[config.mk]
export PLATFORM = sky130hd
export DESIGN_NAME = chunked_credential_reassembler_core
export DESIGN_NICKNAME = d
export VERILOG_FILES = /design/src/sv/ccr_pkg.sv /design/src/sv/ccr_count.sv /design/src/sv/ccr_lane.sv /design/src/sv/ccr_merge.sv /design/src/sv/chunked_credential_reassembler_core.sv
export VERILOG_INCLUDE_DIRS = /design/src /design/src/sv
export SDC_FILE = /design/constraint.sdc
export NUM_CORES = 1
export LEC_CHECK = 0
export BUFFER_PORTS_ARGS = -buffer_cell sky130_fd_sc_hd__buf_2
export CAP_MARGIN = 20
export CORE_MARGIN = 4
export CORE_UTILIZATION = 45
export CTS_BUF_LIST = sky130_fd_sc_hd__clkbuf_8
export DETAILED_ROUTE_END_ITERATION = 16
export PLACE_DENSITY = 0.67
export SLEW_MARGIN = 20
export SYNTH_ARGS = -nofsm -noshare
export SYNTH_HDL_FRONTEND = slang
export SYNTH_SLANG_ARGS = --single-unit
[constraint.sdc]
create_clock -name clk -period 7.65 [get_ports clk]
set_input_delay 1.1475 -clock clk [delete_from_list [all_inputs] [get_ports clk]]
set_output_delay 1.1475 -clock clk [all_outputs]
set_load 0.005 [all_outputs]
[src/sv/chunked_credential_reassembler_core_macros.svh]
// Assertion macros for the credential reassembler.
`ifndef CHUNKED_CREDENTIAL_REASSEMBLER_CORE_MACROS_SVH
`define CHUNKED_CREDENTIAL_REASSEMBLER_CORE_MACROS_SVH

// Check a consequence in the cycle after its trigger.
`define CCR_ASSERT_NEXT(label, ante, cons) \
    label: assert property (@(posedge clk) disable iff (!rst_n) (ante) |=> (cons)) \
        else $error("reassembler check failed: next-cycle property");

// Check a consequence in the same cycle as its trigger.
`define CCR_ASSERT_SAME(label, ante, cons) \
    label: assert property (@(posedge clk) disable iff (!rst_n) (ante) |-> (cons)) \
        else $error("reassembler check failed: same-cycle property");

`endif

[src/sv/ccr_pkg.sv]
// Shared constants and types for the credential reassembler.
package ccr_pkg;

    localparam int NAME_MAX    = 32;
    localparam int SECRET_MAX  = 63;
    localparam int CHUNK_BYTES = 6;

    localparam int CNT_W  = 6;
    localparam int SUM_W  = CNT_W + 1;
    localparam int N_W    = 3;

    localparam logic [2:0] ACT_START  = 3'd0;
    localparam logic [2:0] ACT_NAME   = 3'd1;
    localparam logic [2:0] ACT_SECRET = 3'd2;
    localparam logic [2:0] ACT_END    = 3'd3;

    localparam logic [3:0] HDR_BYTES = 4'd2;

    typedef struct packed {
        logic             take;
        logic [N_W-1:0]   n;
        logic [CNT_W-1:0] count;
    } chunk_t;

endpackage

[src/sv/ccr_count.sv]
// Chunk byte count, clamping and store-overflow check for one string.
module ccr_count (
    input  logic [3:0]               frame_length,
    input  logic [7:0]               expected,
    input  logic [ccr_pkg::CNT_W-1:0] have,
    input  logic [ccr_pkg::SUM_W-1:0] cap,
    output ccr_pkg::chunk_t          chunk
);
    import ccr_pkg::*;

    logic [3:0]       n_raw;
    logic [N_W-1:0]   n_clamp;
    logic [7:0]       left;
    logic [N_W-1:0]   n_final;
    logic [SUM_W-1:0] sum;

    always_comb
    begin
        n_raw   = (frame_length < HDR_BYTES) ? 4'd0 : frame_length - HDR_BYTES;
        n_clamp = (n_raw > 4'(CHUNK_BYTES)) ? N_W'(CHUNK_BYTES) : n_raw[N_W-1:0];
        left    = (expected > {2'b00, have}) ? expected - {2'b00, have} : 8'd0;
        n_final = ({5'b00000, n_clamp} > left) ? left[N_W-1:0] : n_clamp;
        sum     = {1'b0, have} + {{(SUM_W-N_W){1'b0}}, n_final};
        chunk.take  = (sum <= cap);
        chunk.n     = n_final;
        chunk.count = sum[CNT_W-1:0];
    end

endmodule

[src/sv/ccr_lane.sv]
// One payload byte lane: pass the byte when it falls inside the chunk.
module ccr_lane (
    input  logic [7:0]              data,
    input  logic [ccr_pkg::N_W-1:0] lane_index,
    input  logic [ccr_pkg::N_W-1:0] n,
    input  logic                    enable,
    output logic [7:0]              masked
);
    import ccr_pkg::*;

    assign masked = (enable && (lane_index < n)) ? data : 8'd0;

endmodule

[src/sv/ccr_merge.sv]
// Merge of the lane bytes into the running XOR.
module ccr_merge (
    input  logic [7:0] xor_in,
    input  logic [7:0] lane_bytes [ccr_pkg::CHUNK_BYTES],
    output logic [7:0] xor_out
);
    import ccr_pkg::*;

    always_comb
    begin
        xor_out = xor_in;
        for (int i = 0; i < CHUNK_BYTES; i++)
        begin
            xor_out = xor_out ^ lane_bytes[i];
        end
    end

endmodule

[src/sv/chunked_credential_reassembler_core.sv]
// Top level of the chunked credential reassembler.
//
// Takes one bus frame per cycle and updates the counts and running XOR in the
// same cycle, the six payload bytes handled by parallel lanes merged by one XOR
// stage; an end frame while armed yields one status transaction in the next cycle
// from the result register. Frames that produce no result are never stalled;
// an end frame stalls only while a previous result is still held downstream.
`include "chunked_credential_reassembler_core_macros.svh"

module chunked_credential_reassembler_core (
    input  logic                      clk,
    input  logic                      rst_n,
    input  logic                      frame_valid,
    output logic                      frame_stall,
    input  logic [2:0]                action,
    input  logic [3:0]                frame_length,
    input  logic [7:0]                data_byte_1,
    input  logic [7:0]                data_byte_2,
    input  logic [7:0]                data_byte_3,
    input  logic [7:0]                data_byte_4,
    input  logic [7:0]                data_byte_5,
    input  logic [7:0]                data_byte_6,
    input  logic [7:0]                data_byte_7,
    output logic                      result_valid,
    input  logic                      result_stall,
    output logic                      accepted,
    output logic                      checksum_ok,
    output logic [ccr_pkg::CNT_W-1:0] name_count,
    output logic [ccr_pkg::CNT_W-1:0] secret_count
);
    import ccr_pkg::*;

    logic             armed_reg;
    logic [7:0]       name_expected_reg;
    logic [7:0]       secret_expected_reg;
    logic [CNT_W-1:0] name_received_reg;
    logic [CNT_W-1:0] secret_received_reg;
    logic [7:0]       running_xor_reg;
    logic             result_valid_reg;
    logic             accepted_reg;
    logic             checksum_ok_reg;
    logic [CNT_W-1:0] name_count_reg;
    logic [CNT_W-1:0] secret_count_reg;

    logic             frame_fire;
    logic             result_fire;
    logic             is_end;
    logic             is_chunk;
    logic             end_hit;
    logic             ck;
    chunk_t           name_chunk;
    chunk_t           secret_chunk;
    chunk_t           sel_chunk;
    logic             lane_enable;
    logic [7:0]       payload    [CHUNK_BYTES];
    logic [7:0]       lane_bytes [CHUNK_BYTES];
    logic [7:0]       xor_next;

    assign is_end      = (action == ACT_END);
    assign is_chunk    = action inside {ACT_NAME, ACT_SECRET};
    assign frame_stall = result_valid_reg && result_stall && is_end && armed_reg;
    assign frame_fire  = frame_valid && !frame_stall;
    assign result_fire = result_valid_reg && !result_stall;
    assign end_hit     = frame_fire && is_end && armed_reg;
    assign ck          = (running_xor_reg == data_byte_1);

    assign payload[0] = data_byte_2;
    assign payload[1] = data_byte_3;
    assign payload[2] = data_byte_4;
    assign payload[3] = data_byte_5;
    assign payload[4] = data_byte_6;
    assign payload[5] = data_byte_7;

    ccr_count u_name_count (
        .frame_length (frame_length),
        .expected     (name_expected_reg),
        .have         (name_received_reg),
        .cap          (SUM_W'(NAME_MAX)),
        .chunk        (name_chunk)
    );

    ccr_count u_secret_count (
        .frame_length (frame_length),
        .expected     (secret_expected_reg),
        .have         (secret_received_reg),
        .cap          (SUM_W'(SECRET_MAX)),
        .chunk        (secret_chunk)
    );

    assign sel_chunk   = (action == ACT_SECRET) ? secret_chunk : name_chunk;
    assign lane_enable = armed_reg && is_chunk && sel_chunk.take;

    for (genvar i = 0; i < CHUNK_BYTES; i++)
    begin : g_lane
        ccr_lane u_lane (
            .data       (payload[i]),
            .lane_index (N_W'(i)),
            .n          (sel_chunk.n),
            .enable     (lane_enable),
            .masked     (lane_bytes[i])
        );
    end

    ccr_merge u_merge (
        .xor_in     (running_xor_reg),
        .lane_bytes (lane_bytes),
        .xor_out    (xor_next)
    );

    always_ff @(posedge clk or negedge rst_n)
    begin
        if (!rst_n)
        begin
            armed_reg           <= 1'b0;
            name_expected_reg   <= 8'd0;
            secret_expected_reg <= 8'd0;
            name_received_reg   <= '0;
            secret_received_reg <= '0;
            running_xor_reg     <= 8'd0;
        end
        else if (frame_fire)
        begin
            case (action)
                ACT_START:
                begin
                    name_expected_reg   <= data_byte_1;
                    secret_expected_reg <= data_byte_2;
                    name_received_reg   <= '0;
                    secret_received_reg <= '0;
                    running_xor_reg     <= 8'd0;
                    armed_reg           <= 1'b1;
                end
                ACT_NAME:
                begin
                    if (armed_reg && name_chunk.take)
                    begin
                        name_received_reg <= name_chunk.count;
                        running_xor_reg   <= xor_next;
                    end
                end
                ACT_SECRET:
                begin
                    if (armed_reg && secret_chunk.take)
                    begin
                        secret_received_reg <= secret_chunk.count;
                        running_xor_reg     <= xor_next;
                    end
                end
                ACT_END:
                begin
                    armed_reg <= 1'b0;
                end
                default:
                begin
                    armed_reg <= armed_reg;
                end
            endcase
        end
    end

    always_ff @(posedge clk or negedge rst_n)
    begin
        if (!rst_n)
        begin
            result_valid_reg <= 1'b0;
        end
        else if (end_hit)
        begin
            result_valid_reg <= 1'b1;
        end
        else if (result_fire)
        begin
            result_valid_reg <= 1'b0;
        end
    end

    always_ff @(posedge clk)
    begin
        if (end_hit)
        begin
            checksum_ok_reg  <= ck;
            accepted_reg     <= ck && ({2'b00, name_received_reg} == name_expected_reg)
                                   && ({2'b00, secret_received_reg} == secret_expected_reg);
            name_count_reg   <= name_received_reg;
            secret_count_reg <= secret_received_reg;
        end
    end

    assign result_valid = result_valid_reg;
    assign accepted     = accepted_reg;
    assign checksum_ok  = checksum_ok_reg;
    assign name_count   = name_count_reg;
    assign secret_count = secret_count_reg;

    `CCR_ASSERT_NEXT(a_end_gives_result, end_hit, result_valid_reg)
    `CCR_ASSERT_NEXT(a_end_disarms, frame_fire && is_end, !armed_reg)
    `CCR_ASSERT_SAME(a_name_in_store, 1'b1, {1'b0, name_received_reg} <= SUM_W'(NAME_MAX))
    `CCR_ASSERT_NEXT(a_held_result_stable, result_valid_reg && result_stall,
                     result_valid_reg && $stable(name_count_reg))

endmodule
## Word level (Yosys, flattened, before mapping)

Index checks and enable logic that the tools add are counted.

| word-level totals | value |
|---|---|
| bits in latches | 0 |
| memories kept | 0 |
| register bits after elaboration | 52 |
| memory bits (read-only) | 0 |
| word-level logic and storage cells | 100 |
| RAM bits | 0 |
| output and inout port bits | 16 |

| operators by class | value |
|---|---|
| $mul | 0 |
| reductions and logical operators | 33 |
| order comparisons | 14 |
| equality and inequality tests | 8 |
| shift-type cells | 0 |
| bitwise operators | 6 |
| mux-type cells | 23 |
| divide/modulo/power cells | 0 |
| $add $sub $neg | 5 |

Operators with widths:

| kind | number |
|---|---|
| $mux W8 | 10 |
| $xor A8 B8 Y8 | 6 |
| $pmux W6 S2 | 2 |
| $pmux W8 S3 | 1 |
| $logic_and A1 B1 Y1 | 19 |
| $eq A6 B8 Y1 | 2 |
| $gt A3 B8 Y1 | 2 |
| $gt A8 B6 Y1 | 2 |
| $sub A8 B6 Y8 | 2 |
| $add A6 B3 Y7 | 2 |
| $le A7 B6 Y1 const B | 2 |
| $mux W6 | 2 |
| $mux W10 | 1 |
| $reduce_bool A2 Y1 | 5 |
| $mux W3 | 3 |
| $eq A8 B8 Y1 | 1 |
| $eq A3 B2 Y1 const B | 2 |
| $lt A1 B3 Y1 const A | 2 |
| $lt A2 B3 Y1 const A | 2 |
| $lt A3 B3 Y1 const A | 2 |
| $reduce_and A3 Y1 | 2 |
| $gt A4 B3 Y1 const B | 1 |
| $lt A4 B2 Y1 const B | 1 |
| $mux W4 | 1 |
| 10 further kinds | 14 |

## Depth between registers and ports, before layout

Gate-level depths: netlist of run 1.

| logic depth | value |
|---|---|
| depth in word-level cells | 20 |
| mapped depth | 32 |
| depth with buffers taken out | 31 |

## Modules after synthesis

Synthesis of run 1 repeated with hierarchy kept, for this count alone.

| second synthesis, totals | value |
|---|---|
| cell total of the unflattened synthesis | 639 |
| area, all modules | 6264.8 µm² |

By module, submodules not included:

| module | times used | cells each | seq. area each (µm²) | area an instance (µm²) |
|---|---|---|---|---|
| chunked_credential_reassembler_core | 1 | 196 | 1371.3 | 2387.3 |
| ccr_lane | 6 | 26 | 0.0 | 266.5 |
| ccr_count (u_name_count) | 1 | 129 | 0.0 | 903.4 |
| ccr_count (u_secret_count) | 1 | 126 | 0.0 | 874.6 |
| ccr_merge | 1 | 32 | 0.0 | 500.5 |

## Least setup slack after synthesis of run 1

Ideal clock, no wire load.

| timing | value |
|---|---|
| kind | register -> register |
| start | register name_received_reg[0] |
| end | register running_xor_reg[5] |
| data arrival time | 6.273 ns |
| buffers on the path | 1 |
| path slack | 1.249 ns |
| stages on the path, launching flop included | 31 |
| setup time | 0.128 ns |
| cells stage by stage | dfrtp_1 -> ha_1 -> fa_1 -> nor2b_1 -> o21ai_0 -> a21boi_0 -> nor2_1 -> or3_1 -> ha_1 -> o21a_1 -> o21a_1 -> o2111a_1 -> nand2_1 -> o31ai_1 -> ha_1 -> inv_1 -> fa_1 -> nor2b_1 -> o21ai_0 -> or4b_2 -> a31oi_1 -> a311oi_1 -> nor2_1 -> o21a_1 -> and3_1 -> buf_2 -> a21oi_1 -> mux2i_1 -> xnor2_1 -> a21oi_1 -> o22ai_1 |

| on the way | value |
|---|---|
| word-level cells in the longest chain between the ends | 18 |
| elaborated cells between the ends (all ways) | 39 |

RTL lines:

| what | RTL line | source |
|---|---|---|
| start, declared | chunked_credential_reassembler_core.sv:36 | `logic [CNT_W-1:0] name_received_reg;` |
| start signal, assigned | chunked_credential_reassembler_core.sv:137 | `name_received_reg <= name_chunk.count;` |
| $sub A8 B6 Y8 / $gt A8 B6 Y1 (equally long branches) | ccr_count.sv:21 | `left = (expected > {2'b00, have}) ? expected - {2'b00, have} : 8'd0;` |
| $mux W8 | ccr_count.sv:21 |  |
| $gt A3 B8 Y1 | ccr_count.sv:22 | `n_final = ({5'b00000, n_clamp} > left) ? left[N_W-1:0] : n_clamp;` |
| $mux W3 | ccr_count.sv:22 |  |
| $add A6 B3 Y7 | ccr_count.sv:23 | `sum = {1'b0, have} + {{(SUM_W-N_W){1'b0}}, n_final};` |
| $le A7 B6 Y1 | ccr_count.sv:24 | `chunk.take = (sum <= cap);` |
| $mux W10 | chunked_credential_reassembler_core.sv:90 | `assign sel_chunk = (action == ACT_SECRET) ? secret_chunk : name_chunk;` |
| $logic_and A1 B1 Y1 | chunked_credential_reassembler_core.sv:91 | `assign lane_enable = armed_reg && is_chunk && sel_chunk.take;` |
| $logic_and A1 B1 Y1 | ccr_lane.sv:11 | `assign masked = (enable && (lane_index < n)) ? data : 8'd0;` |
| $mux W8 | ccr_lane.sv:11 |  |
| $xor A8 B8 Y8 (6 in series) | ccr_merge.sv:14 | `xor_out = xor_out ^ lane_bytes[i];` |
| $mux W8, on equally long branches | chunked_credential_reassembler_core.sv:143, chunked_credential_reassembler_core.sv:135 |  |
| $pmux W8 S3 | chunked_credential_reassembler_core.sv:123 | `case (action)` |
| end signal, assigned | chunked_credential_reassembler_core.sv:138 | `running_xor_reg <= xor_next;` |
| end signal, assigned | chunked_credential_reassembler_core.sv:146 | `running_xor_reg <= xor_next;` |
| end, declared | chunked_credential_reassembler_core.sv:38 | `logic [7:0] running_xor_reg;` |

Parallel ways exist; a longest one is shown, timed or not. The select of a mux whose other input is x is not followed.
A chain may end at the register's enable or synchronous reset.

## Worst setup path after layout of run 1

| timing | value |
|---|---|
| start | register name_received_reg[0] |
| end | register running_xor_reg[7] |

Same word-level chain as after synthesis.

==> results of run 1 <==
[timing repair]
action	CTS	global route
endpoints found under the hold margin	0	0
gates resized for setup	0	1
endpoints found under the setup margin	0	5
[power breakdown]
group | switching [uW] | internal [uW] | total [uW]
registers | 27.2 | 314 | 341
logic | 313 | 234 | 547
clock network | 92.5 | 73.0 | 165
[critical path: cells and delay by family, from the launching register on]
family | cells | cell delay, ns
AO/OA/AOI/OAI | 13 | 2.30
multiplexers | 1 | 0.19
XOR/XNOR | 1 | 0.12
adder cells (fa/ha/maj) | 5 | 1.53
AND/OR/NAND/NOR | 8 | 2.25
buffers and inverters | 1 | 0.05
flip-flops | 1 | 0.43
[final timing paths]
path                            cells after the start                                 end  slack (ns)                                from
worst min-delay path                                0           secret_count[3]$_DFFE_PP_        0.48  secret_received_reg[3]$_DFFE_PN0P_
max in group asynchronous                           1  secret_expected_reg[2]$_DFFE_PN0P_        6.15                               rst_n
worst max-delay path                               29      running_xor_reg[7]$_DFFE_PN0P_        0.63    name_received_reg[0]$_DFFE_PN0P_
worst min register to register                      0           secret_count[3]$_DFFE_PP_        0.48  secret_received_reg[3]$_DFFE_PN0P_
min in group asynchronous                           1    name_expected_reg[1]$_DFFE_PN0P_        0.94                               rst_n
worst max register to register                     29      running_xor_reg[7]$_DFFE_PN0P_        0.63    name_received_reg[0]$_DFFE_PN0P_
[synthesized netlist by cell type (13+ instances only)]
cell,n
dfrtp_1,38
ha_1,25
nor2_1,30
o21ai_0,34
nand4_1,13
mux2_2,14
nand3_1,15
xnor2_1,27
nand2_1,39
nand2b_1,21
inv_1,30
edfxtp_1,14
a21oi_1,46
[final cells by class]
type | count | area [um2]
tap | 133 | 166
clock buffer | 6 | 82.6
clock inverter | 2 | 12.5
inverter | 30 | 113
multi-input combinational | 430 | 2970
sequential | 52 | 1370
fill | 957 | 4660
timing repair buffer | 86 | 440
[cell usage in the layout, fill, tap and decap left out, types with 7 or more instances in the layout]
cell type,synthesis,final
a21o_1,11,11
a21oi_1,46,46
and2_1,11,11
and3_1,7,7
buf_2,3,82
dfrtp_1,38,38
edfxtp_1,14,14
ha_1,25,25
inv_1,30,31
mux2_2,14,14
mux2i_1,9,9
nand2_1,39,39
nand2b_1,21,21
nand3_1,15,15
nand4_1,13,13
nor2_1,30,30
nor2b_1,10,10
nor3_1,9,9
o2111ai_1,7,7
o21a_1,7,7
o21ai_0,34,34
o22ai_1,8,8
o311ai_1,7,7
xnor2_1,27,27
[routing by layer]
layer | vias up | global-route usage (%) | wire length (um)
li1 | 2103 | - | -
met1 | 1960 | 26.6 | 5280
met2 | 122 | 35.7 | 5640
met3 | 9 | 3.34 | 637
met4 | 0 | 5.23 | 129
met5 | - | 0 | 0
[metrics by stage]
step | hold slack (ns) | cell area, um2 | setup WS, ns
global route | 0.523 | 5150 | 0.0834
floorplan | 0.440 | 4540 | 1.25
CTS | 0.487 | 5150 | 0.534
detailed placement | 0.465 | 5060 | 0.563
finish | 0.485 | 5150 | 0.632
global placement | 0.458 | 5060 | 0.784
[cell families (layout without fill, tap and decap cells)]
family | after synthesis | in the layout | synth area share, %
adders and majority gates | 29 | 29 | 8.65
buffers and inverters | 44 | 124 | 4.46
muxes | 23 | 23 | 5.45
DFF | 52 | 52 | 30.2
and+or+nand+nor | 180 | 180 | 20.9
xor gates and xnor gates | 29 | 29 | 5.89
AOI/OAI and AO/OA | 169 | 169 | 24.4
==> flow_metrics.env, run 1 <==
export IMPL_p_per_area_nw_per_um2=204
export IMPL_final_nets=701
export IMPL_wl_per_cell_um=15.8
export IMPL_routed_wl_um=11700
export IMPL_ant_nets=0
export IMPL_grtUsageTotal_pct=20.5
export IMPL_start_kind="flop"
export IMPL_fin_tns_setup_ns=0
export IMPL_max_freq_mhz=142
export IMPL_hpwl_um=9510
export IMPL_drt_initial_drc_count=194
export IMPL_hp_class="flop to flop"
export IMPL_cpMaxStageDelayCell="or4b_2"
export IMPL_cts_tree="done"
export IMPL_path_clk_slew_ns=0.10
export IMPL_leakage_uw=0.00219
export IMPL_dp_cells=731
export IMPL_cts_sinks=52
export IMPL_period_share_pct=91.7
export IMPL_gp_congestion=0.886
export IMPL_syn_instance_count=526
export IMPL_finalPower_uw=1050
export IMPL_layout_drive_gt1_share_pct=20.6
export IMPL_synth_largest_type_area_fraction_pct=20.9
export IMPL_ctsLongestPathBuffers=2
export IMPL_die_y_um=108
export IMPL_vias=4194
export IMPL_synth_ff_type="dfrtp_1"
export IMPL_slew_headroom_pct=41.0
export IMPL_root_buffer="clkbuf_8"
export IMPL_post_cts_setup_buffers=0
export IMPL_cp_arrival_ns=7.23
export IMPL_synth_edf_count=14
export IMPL_drt_first_pass_iters=5
export IMPL_die_area_um2=11800
export IMPL_grt_start_max_net_pins=39
export IMPL_peakVddDrop_v=0.0000845
export IMPL_cts_htree_levels=2
export IMPL_io_buffers=82
export IMPL_crit_type="flop to flop"
export IMPL_ys_ff_latch=52
export IMPL_slew_viol_final=0
export IMPL_grt_pass1_wl_um=19300
export IMPL_rsz0062_at_grt="false"
export IMPL_row_count=36
export IMPL_grt_pass1_vias=3998
export IMPL_synth_warnings=0
export IMPL_worstMarginPinSlew_ns=0.885
export IMPL_worstSetupEndpointType="flop"
export IMPL_syn_cell_area_um2=4540
export IMPL_synth_cell_types=65
export IMPL_fp_dieW_um=108
export IMPL_initial_core_util_pct=46.3
export IMPL_syn_area_per_cell_um2=8.64
export IMPL_via_per_inst=5.68
export IMPL_synth_largest_area_cell="dfrtp_1"
export IMPL_areaGrowthSynthToFinish_pct=13.5
export IMPL_finalSetupViolations=0
export IMPL_hold_viol=0
export IMPL_cts_hold_buf=0
export IMPL_core_um2=9820
export IMPL_yosysSeqAreaShare_pct=30.2
export IMPL_gr_total_overflow=0
export IMPL_async_flop_share_pct=73.1
export IMPL_yosys_top_cells_area="dfrtp_1 21%, edfxtp_1 9.3%, ha_1 6.9%, xnor2_1 5.2%, a21oi_1 5.1%"
export IMPL_max_stage_delay_ns=0.66
export IMPL_diodes=0
export IMPL_drc=0
export IMPL_finClkSkew_ns=0.0162
export IMPL_cts_buffers=5
export IMPL_min_period_ns=7.02
export IMPL_io_pins=83
export IMPL_antenna_found_initial=0
export IMPL_worst_ep_required_time_ns=7.86
export IMPL_crit_fanout=14
export IMPL_clock_latency_ns=0.32
export IMPL_final_core_util_pct=52.5
export IMPL_drv_cap=0
export IMPL_outcome="complete, no violations"
export IMPL_syn_nets=622
export IMPL_final_cells=739
Power figures use the tool's default switching activity.
==> run 2: changes to the inputs <==
--- a/config.mk
+++ b/config.mk
@@ -8,2 +8,3 @@
 export LEC_CHECK = 0
+export ABC_CLOCK_PERIOD_IN_PS = 7650
 export BUFFER_PORTS_ARGS = -buffer_cell sky130_fd_sc_hd__buf_2
==> constraint.sdc (replaced) <==
create_clock -name clk -period 7.65 [get_ports clk]
set_input_delay 0.765 -clock clk [delete_from_list [all_inputs] [get_ports clk]]
set_output_delay 0.765 -clock clk [all_outputs]
set_load 0.005 [all_outputs]
==> flow_metrics.env, run 2 (synthesis gave the netlist of run 1 again) <==
export IMPL_outcome="complete, no violations"
export IMPL_hpwl_um=9420
export IMPL_cts_sinks=52
export IMPL_dpl_worst_slack_ns=0.553
export IMPL_die_area_um2=11800
export IMPL_gp_congestion=0.937
export IMPL_dr_wl_met3_um=670
export IMPL_drc=0
export IMPL_max_freq_mhz=143
export IMPL_drt_initial_drc_count=187
export IMPL_slew_viol_final=0
export IMPL_rsz0062_at_grt="false"
export IMPL_leakage_uw=0.00219
export IMPL_hp_class="flop to flop"
export IMPL_ant_nets=0
export IMPL_layout_drive_gt1_share_pct=20.6
export IMPL_hold_viol=0
export IMPL_worst_ep_required_time_ns=7.84
export IMPL_grt_start_max_net_pins=39
export IMPL_slew_headroom_pct=41.8
export IMPL_path_clk_slew_ns=0.09
export IMPL_period_share_pct=91.3
export IMPL_finClkSkew_ns=0.0148
export IMPL_crit_type="flop to flop"
export IMPL_start_kind="flop"
export IMPL_core_um2=9820
export IMPL_antenna_found_initial=0
export IMPL_row_count=36
export IMPL_fp_dieW_um=108
export IMPL_min_period_ns=6.98
export IMPL_final_common_cell="buf_2"
export IMPL_cts_tree="done"
export IMPL_grt_pass1_vias=4030
export IMPL_top_layer_used="met4"
export IMPL_root_buffer="clkbuf_8"
export IMPL_worstMarginPinSlew_ns=0.873
export IMPL_drv_cap=0
export IMPL_wl_met1_um=5160
export IMPL_worst_slack_ns=0.669
export IMPL_wl_per_cell_um=15.8
export IMPL_io_buffers=82
export IMPL_met2WireLength_um=5610
export IMPL_clock_latency_ns=0.30
export IMPL_initial_core_util_pct=46.3
export IMPL_via_per_inst=5.74
export IMPL_p_per_area_nw_per_um2=203
export IMPL_final_nets=702
export IMPL_max_stage_delay_ns=0.66
export IMPL_fin_tns_setup_ns=0
export IMPL_cts_htree_levels=2
export IMPL_vias=4249
export IMPL_grt_pass1_wl_um=19200
export IMPL_crit_fanout=14
export IMPL_ctsLongestPathBuffers=2
export IMPL_drt_first_pass_iters=4
export IMPL_cp_arrival_ns=7.17
export IMPL_grtUsageTotal_pct=20.0
export IMPL_die_y_um=108
export IMPL_cts_hold_buf=0
export IMPL_cpMaxStageDelayCell="or4b_2"
export IMPL_finalSetupViolations=0
export IMPL_diodes=0
export IMPL_io_pins=83
export IMPL_cts_buffers=5
export IMPL_num_fill_cells=958
export IMPL_areaGrowthSynthToFinish_pct=13.4
export IMPL_peakVddDrop_v=0.0000866
export IMPL_routed_wl_um=11700
export IMPL_layout_common_cells="82 x buf_2, 46 x a21oi_1, 39 x nand2_1"
export IMPL_gr_total_overflow=0
export IMPL_worstSetupEndpointType="flop"
## run 2: cell types whose count changed in the layout (fill, tap and decap cells not counted)
cell        change
clkinv_4        -1
clkinv_1        +1
clkinvlp_4      +1
buf_4           +1
clkbuf_8        -1
## run 2: cell type report
type	count	area, um2	share of cell area [%]
inverter	30	113	2.19
timing repair buffer	87	448	8.70
sequential	52	1370	26.6
clock buffer	5	68.8	1.34
clock inverter	3	15.0	0.291
tap	133	166	3.23
multi-input combinational	430	2970	57.6
## run 2: timing repair
action                                  4_1_cts  5_1_grt
endpoints found under the setup margin        0        6
gates resized for setup                       0        1
buffers inserted                              0        0
## run 2: per-stage QoR
stage	power [uW]	instance area [um2]	instances	hold slack (ns)	util, %
after floorplan	763	4540	526	0.440	-
after global placement	877	5070	732	0.460	51.6
after detailed placement	891	5070	732	0.482	51.6
after CTS	1050	5150	740	0.503	52.5
after global routing	1130	5150	740	0.530	52.5
final	1050	5150	740	0.496	52.5
## run 2: path summary, 6_finish.rpt
path	from	end	slack [ns]	cells after the start
setup / recovery	name_received_reg[0]$_DFFE_PN0P_	running_xor_reg[3]$_DFFE_PN0P_	0.67	29
hold / removal	secret_received_reg[3]$_DFFE_PN0P_	secret_count[3]$_DFFE_PP_	0.50	0
setup reg to reg	name_received_reg[0]$_DFFE_PN0P_	running_xor_reg[3]$_DFFE_PN0P_	0.67	29
hold reg to reg	secret_received_reg[3]$_DFFE_PN0P_	secret_count[3]$_DFFE_PP_	0.50	0
max in group asynchronous	rst_n	secret_expected_reg[5]$_DFFE_PN0P_	6.53	1
min in group asynchronous	rst_n	name_expected_reg[0]$_DFFE_PN0P_	0.57	1
## run 2: worst max-delay path: cells and delay by family (launching register included)
| family | cells | cell delay, ns |
|---|---|---|
| muxes | 1 | 0.19 |
| and+or+nand+nor | 8 | 2.24 |
| xor gates and xnor gates | 1 | 0.11 |
| adders and majority gates | 5 | 1.53 |
| DFF | 1 | 0.43 |
| AOI/OAI and AO/OA | 13 | 2.30 |
| buffers and inverters | 1 | 0.05 |
## run 2: power breakdown
| group | switching (uW) | total, uW | internal, uW | leakage (uW) |
|---|---|---|---|---|
| Combinational | 320 | 555 | 235 | 0.00152 |
| Sequential | 26.3 | 340 | 314 | 0.000627 |
| Clock | 88.0 | 150 | 62.3 | 0.0000430 |
## run 2: per-layer routing
| metal | vias up | track usage [%] |
|---|---|---|
| li1 | 2117 | - |
| met1 | 1959 | 26.2 |
| met2 | 153 | 35.0 |
| met3 | 20 | 2.39 |
| met4 | 0 | 5.50 |
| met5 | - | 0 |
